$ cat config.mk
export PLATFORM = sky130hd
export DESIGN_NAME = lfce_ctrl
export DESIGN_NICKNAME = d
export VERILOG_FILES = /design/src/design/lfce_pkg.sv /design/src/design/lfce_ctrl.sv
export SDC_FILE = /design/constraint.sdc
export NUM_CORES = 1
export LEC_CHECK = 0
export BUFFER_PORTS_ARGS = -buffer_cell sky130_fd_sc_hd__buf_2
export CORE_AREA = 4 4 41 43
export CTS_BUF_LIST = sky130_fd_sc_hd__clkbuf_4 sky130_fd_sc_hd__clkbuf_8
export DETAILED_ROUTE_END_ITERATION = 12
export DIE_AREA = 0 0 45 47
export PLACE_DENSITY = 0.48
export REMOVE_ABC_BUFFERS = 1
export SYNTH_ARGS = -nofsm -noshare
export SYNTH_HDL_FRONTEND = slang
export SYNTH_SLANG_ARGS = --single-unit
$ cat constraint.sdc
create_clock -name clock -period 2.5 [get_ports clock]
set_input_delay 0 -clock clock [delete_from_list [all_inputs] [get_ports clock]]
set_output_delay 0 -clock clock [all_outputs]
set_load 0.005 [all_outputs]
$ cat src/design/lfce_pkg.sv
// Shared types and codes of the LED fade cycle engine.
package lfce_pkg;

   // Transaction codes carried in the action field
   localparam logic [1:0] ACT_SET     = 2'd0;
   localparam logic [1:0] ACT_REFRESH = 2'd1;
   localparam logic [1:0] ACT_CLEAR   = 2'd2;
   localparam logic [1:0] ACT_UNUSED  = 2'd3;

   // Configuration register indexes
   localparam logic CSR_MAX_DURATION = 1'b0;
   localparam logic CSR_MAX_REPEATS  = 1'b1;

   localparam logic [15:0] CYCLES_ENDLESS = 16'hFFFF;
   localparam logic [15:0] MAX_DUR_RESET  = 16'd10000;
   localparam logic [14:0] MAX_REP_RESET  = 15'd100;

   typedef struct packed {
      logic [1:0]         action;
      logic [7:0]         led_index;
      logic [7:0]         peak_level;
      logic [15:0]        fade_duration;
      logic signed [15:0] fade_cycles;
      logic [7:0]         color_red;
      logic [7:0]         color_green;
      logic [7:0]         color_blue;
      logic               use_fade_in;
      logic [31:0]        now_ms;
   } lfce_req_type;

   typedef struct packed {
      logic [7:0] out_index;
      logic [7:0] pixel_red;
      logic [7:0] pixel_green;
      logic [7:0] pixel_blue;
      logic       is_active;
   } lfce_rsp_type;

   // One LED's stored state
   typedef struct packed {
      logic [7:0]  peak;
      logic [15:0] dur;
      logic [15:0] cyc;
      logic [23:0] color;
      logic        fading;
      logic        fade_in;
      logic        ramp_up;
      logic [31:0] start;
      logic [23:0] shown;
   } lfce_entry_type;

   localparam lfce_entry_type ENTRY_DEFAULT = '{
      peak: 8'd0, dur: 16'd0, cyc: 16'd0, color: 24'd0, fading: 1'b0,
      fade_in: 1'b1, ramp_up: 1'b0, start: 32'd0, shown: 24'd0};

   // How the shown pixel is formed
   typedef enum logic [1:0] {
      PIX_KEEP,
      PIX_BLACK,
      PIX_SCALE_PEAK,
      PIX_SCALE_DIV
   } lfce_pix_type;

   typedef enum logic [2:0] {
      S_IDLE,
      S_READ,
      S_EVAL,
      S_DIV,
      S_SCALE,
      S_WRITE
   } lfce_state_type;

   typedef struct packed {
      logic load;
      logic read;
      logic eval;
      logic div_step;
      logic scale;
      logic write;
   } lfce_cmd_type;

   typedef struct packed {
      logic skip;
      logic is_clear;
      logic need_div;
      logic div_last;
   } lfce_stat_type;

endpackage

$ cat src/design/lfce_ctrl.sv
// Sequencer of the LED fade cycle engine.
module lfce_ctrl import lfce_pkg::*; (
   input  logic          clock,
   input  logic          reset,
   input  logic          start,
   output logic          busy,
   input  lfce_stat_type stat,
   output lfce_cmd_type  cmd
);

   lfce_state_type state_ff, state_in;

   // State register
   always_ff @(posedge clock) begin
      if (reset) begin
         state_ff <= S_IDLE;
      end else begin
         state_ff <= state_in;
      end
   end

   // Next state
   always_comb begin
      state_in = state_ff;
      case (state_ff)
         S_IDLE: begin
            if (start) state_in = S_READ;
         end
         S_READ: begin
            state_in = stat.skip ? S_IDLE : S_EVAL;
         end
         S_EVAL: begin
            if (stat.is_clear)      state_in = S_WRITE;
            else if (stat.need_div) state_in = S_DIV;
            else                    state_in = S_SCALE;
         end
         S_DIV: begin
            if (stat.div_last) state_in = S_SCALE;
         end
         S_SCALE: state_in = S_WRITE;
         S_WRITE: state_in = S_IDLE;
         default: state_in = S_IDLE;
      endcase
   end

   // Outputs
   always_comb begin
      cmd  = '0;
      busy = 1'b1;
      case (state_ff)
         S_IDLE: begin
            busy     = 1'b0;
            cmd.load = start;
         end
         S_READ:  cmd.read     = !stat.skip;
         S_EVAL:  cmd.eval     = 1'b1;
         S_DIV:   cmd.div_step = 1'b1;
         S_SCALE: cmd.scale    = 1'b1;
         S_WRITE: cmd.write    = 1'b1;
         default: cmd = '0;
      endcase
   end

   a_accept_reads: assert property (@(posedge clock) disable iff (reset)
      (state_ff == S_IDLE && start) |=> state_ff == S_READ)
      else $error("accepted transaction did not move to read");
   a_div_ends: assert property (@(posedge clock) disable iff (reset)
      (state_ff == S_DIV && stat.div_last) |=> state_ff == S_SCALE)
      else $error("divider end not followed by scaling");
   a_write_single: assert property (@(posedge clock) disable iff (reset)
      state_ff == S_WRITE |=> state_ff == S_IDLE)
      else $error("write lasted more than one cycle");

endmodule

Word level (Yosys, flattened, before mapping)

Index checks and enable logic that the tools add are counted.
Widths: inputs -> output; s select.

Register bits after elaboration: 3

Eq/ne operators: 7
Multiplexer cells: 13
Reduce and logical (&&, ||, !) cells: 3

Operator list:

| kind               | number |
|---|---|
| $pmux 3 s5         | 1 |
| $mux 3             | 4 |
| $mux 1             | 7 |
| $eq 3x2->1 const B | 2 |
| $eq 3x3->1 const B | 2 |
| $ne 2x2->1 const B | 2 |
| $eq 3x1->1 const B | 1 |
| $logic_not 3->1    | 1 |
| $mux 2             | 1 |
| $reduce_and 2->1   | 1 |
| $logic_not 1->1    | 1 |

Longest topological paths before layout

Word-level depth: 3
Gate-level depth with buffers: 4
Mapped depth without buffers: 3

Worst setup path before layout

Ideal clock, no wire load.

Path type: register to register
From: reg state_ff[0]
To: reg state_ff[1]
Setup slack: 1388 ps
Arrival: 1024 ps
Clock period less this slack: 1112 ps
Cell stages (with the launch flop): 4
Path through: dfxtp_1 -> or3b_1 -> and3_1 -> nor4_2

Cells in the longest elaborated chain, start to end: 3
Elaborated cells on any way between the ends: 9
Those cells by class: 6 x eq/ne; 1 x mux; 2 x reduce/logical

RTL lines:

| item                                                 | RTL line        | text |
|---|---|---|
| start: declaration                                   | lfce_ctrl.sv:11 | `lfce_state_type state_ff, state_in;` |
| start signal: assignment                             | lfce_ctrl.sv:18 | `state_ff <= state_in;` |
| $eq 3x2->1 / $logic_not 3->1 (equally long branches) | lfce_ctrl.sv:25 | `case (state_ff)` |
| $ne 2x2->1 (no line)                                 | --              |  |
| $reduce_and 2->1 (no line)                           | --              |  |

Several ways; a longest one is shown, not always the timed one.
A chain may end at the register's enable or synchronous reset.

Final worst setup path

Same ends and word-level chain as after synthesis.

==> flow_metrics.tcl <==
set metrics [dict create \
    status "completed" \
    tightest_slew_ns 0.302 \
    crit_type "reg -> reg" \
    fin_crit_sh_pct 50.6 \
    crit_path_end_kind "register" \
    dpl_cell_area_sq_um 290 \
    cts-root-buf "clkbuf_4" \
    drtPass1Iterations 2 \
    numPortBuffers 13 \
    fmax_ghz 0.791 \
    skew_ns 0.00102 \
    slew_violations 0 \
    htree_levels 1 \
    startpoint_type "register" \
    globalRouteTotalUtil_pct 5.52 \
    antenna_found_initial 0 \
    synthTopCellsByCount "nor2_1 (5), dfxtp_1 (3), inv_1 (2)" \
    place.gp.congestion 0.746 \
    ys_seq_elements 3 \
    cpPeakStageDelay_ns 0.41 \
    setup_viol 0 \
    start_util_pct 16.3 \
    fin_crit_ns 1.26 \
    yosysWarnings 0 \
    ios 14 \
    detail_route.wl_per_cell_microns 9.53 \
    largest_reg_flops 3 \
    post_route_cells_drive_above_1_share_pct 42.2 \
    arrival_ns 1.41 \
    synth_area_leaders "dfxtp_1 (28%), nor2_1 (8.9%), nor4_2 (5.9%)" \
    via_count 251 \
    ir_drop_v 0.000120 \
    area_delta_synth_final_pct 56.2 \
    synth_area_leader_cell "dfxtp_1" \
    insertion_delay_ns 0.23 \
    dpl.hpwl_microns 440 \
    critPathBufInv 0 \
    reg2reg_from "state_ff[0]$_SDFFE_PP0P_" \
    synth_area_sq_um 211 \
    die_h_microns 47 \
    timing.setup.tns_ns 0 \
    ys_seq_area_share_pct 28.4 \
    viasPerCell 4.18 \
    final_hold_viol_count 0 \
    n_antenna_cell 0 \
    maxCapViolations 0 \
    cp_cell_sequence "or3b_1 > and3_1 > nor4_2" \
    path_delay_family "simple AND/OR/NAND/NOR gates" \
    post-route-drc-count 0 \
    coreArea_sq_um 1300 \
    power_leakage_nw 0.171 \
    rrSetupSlack_ns 1.24 \
    die_w_microns 45 \
    rows 13 \
    drt_wl_total_microns 572 \
    holdPathEnd "state_ff[0]$_SDFFE_PP0P_" \
    first_iter_violations 1 \
    grt.overflow.total 0 \
    numCtsBuffers 3 \
    clk_pin_slew_ns 0.04 \
    design_area_sq_um 330 \
    dieArea_sq_um 2120 \
    synthCells 28 \
    ys_types 21 \
    antenna_left 0 \
    grt_first_pass_wirelength_microns 807 \
    grt_pass1_vias 225 \
    final_util_pct 25.4 \
    top_regs "state_ff x3" \
    nets 53 \
    hp-start "stat[0]" \
    regMostFlops "state_ff" \
    crit_path_max_fanout 12 \
    whs_path_depth 3 \
    synth_top_cell_area_share_pct 28.4 \
    slew_headroom_pct 79.8 \
    rsz0062_at_grt "no" \
    cp.required_ns 2.65 \
    synthArstFlopShare_pct 0 \
    postCtsSetupBuffers 0 \
    grt_max_degree 13 \
    power_per_cell_area_nw_per_um2 634 \
    r2r_end "state_ff[1]$_SDFFE_PP0P_" \
    cts.sinks 3 \
    cts_buffer_depth 2 \
    reg2reg_depth 3 \
    synth_edf_count 0 \
    synth_most_common_cell "nor2_1" \
    synth_ff_type "dfxtp_1" \
    hold_path_class "in -> reg" \
    slowest_stage "or3b_1" \
    hold_ws_ns 0.0690 \
    cts_tree "yes" \
    synth_area_per_cell_sq_um 7.55 \
]
## worst min-delay path, cell delays in order
cell and delay, ns:
buf_2 0.08, nand3b_1 0.09, a311oi_1 0.08
## power breakdown
part	internal (mW)	total (mW)	switching, mW
registers	0.0536	0.0652	0.0117
clock network	0.0706	0.0947	0.0241
logic	0.0280	0.0493	0.0213
total	0.152	0.209	0.0571
## layout make-up
type	instances	area, sq um
fill	153	971
multi-input combinational	22	139
timing repair buffer	14	75.1
sequential	3	60.1
clock buffer	4	30.0
tap	15	18.8
inverter	2	7.51
## placed cells by master (no fill, tap or decap)
cell,count
nor4_2,1
nor4b_1,1
nand3b_1,1
nand2_1,1
buf_2,13
and2_1,1
clkbuf_4,4
or3_1,1
inv_1,2
a21oi_1,1
a31oi_1,1
or2_2,1
or2b_1,1
o21ai_0,1
and3_1,1
nor3b_1,1
dfxtp_1,3
nor2b_1,1
or3b_1,1
a311oi_1,1
and2b_1,1
nor2_1,5
dlygate4sd3_1,1
## through the flow
step,power [mW],worst slack (ns),instances
6_report,0.209,1.24,60
5_1_grt,0.222,1.16,60
4_1_cts,0.215,1.23,60
3_5_place_dp,0.115,1.24,55
3_3_place_gp,0.115,1.25,55
2_1_floorplan,0.0921,1.30,27
## worst max path at each step
stage	from	to	slack [ns]	cells past startpoint
global route	state_ff[0]$_SDFFE_PP0P_	state_ff[1]$_SDFFE_PP0P_	1.16	3
CTS	state_ff[0]$_SDFFE_PP0P_	state_ff[1]$_SDFFE_PP0P_	1.23	3
floorplan	state_ff[0]$_SDFFE_PP0P_	state_ff[1]$_SDFFE_PP0P_	1.30	3
finish	state_ff[0]$_SDFFE_PP0P_	state_ff[1]$_SDFFE_PP0P_	1.24	3
detailed placement	state_ff[0]$_SDFFE_PP0P_	state_ff[1]$_SDFFE_PP0P_	1.24	3
global placement	state_ff[0]$_SDFFE_PP0P_	state_ff[1]$_SDFFE_PP0P_	1.25	3
## what timing repair did
| item | in CTS | in global routing |
|---|---|---|
| endpoints found under the hold margin | 3 | 0 |
| resized for setup | 0 | 0 |
| hold buffers | 1 | 0 |
## routing by layer
metal,track usage (%),part of all wire [%],vias to the layer above
li1,-,-,130
met5,0,0,-
met1,4.54,40,114
met4,7.02,0,0
met2,10.7,53,7
met3,0,6.6,0
## logic make-up (layout without fill, tap and decap cells)
family | count (synthesis) | after routing | share of synthesized area (%)
buffers and inverters | 3 | 20 | 5.92
AOI/OAI and AO/OA | 4 | 4 | 11.8
and+or+nand+nor | 18 | 18 | 53.9
DFF | 3 | 3 | 28.4
(Power assumes the default switching activity.)
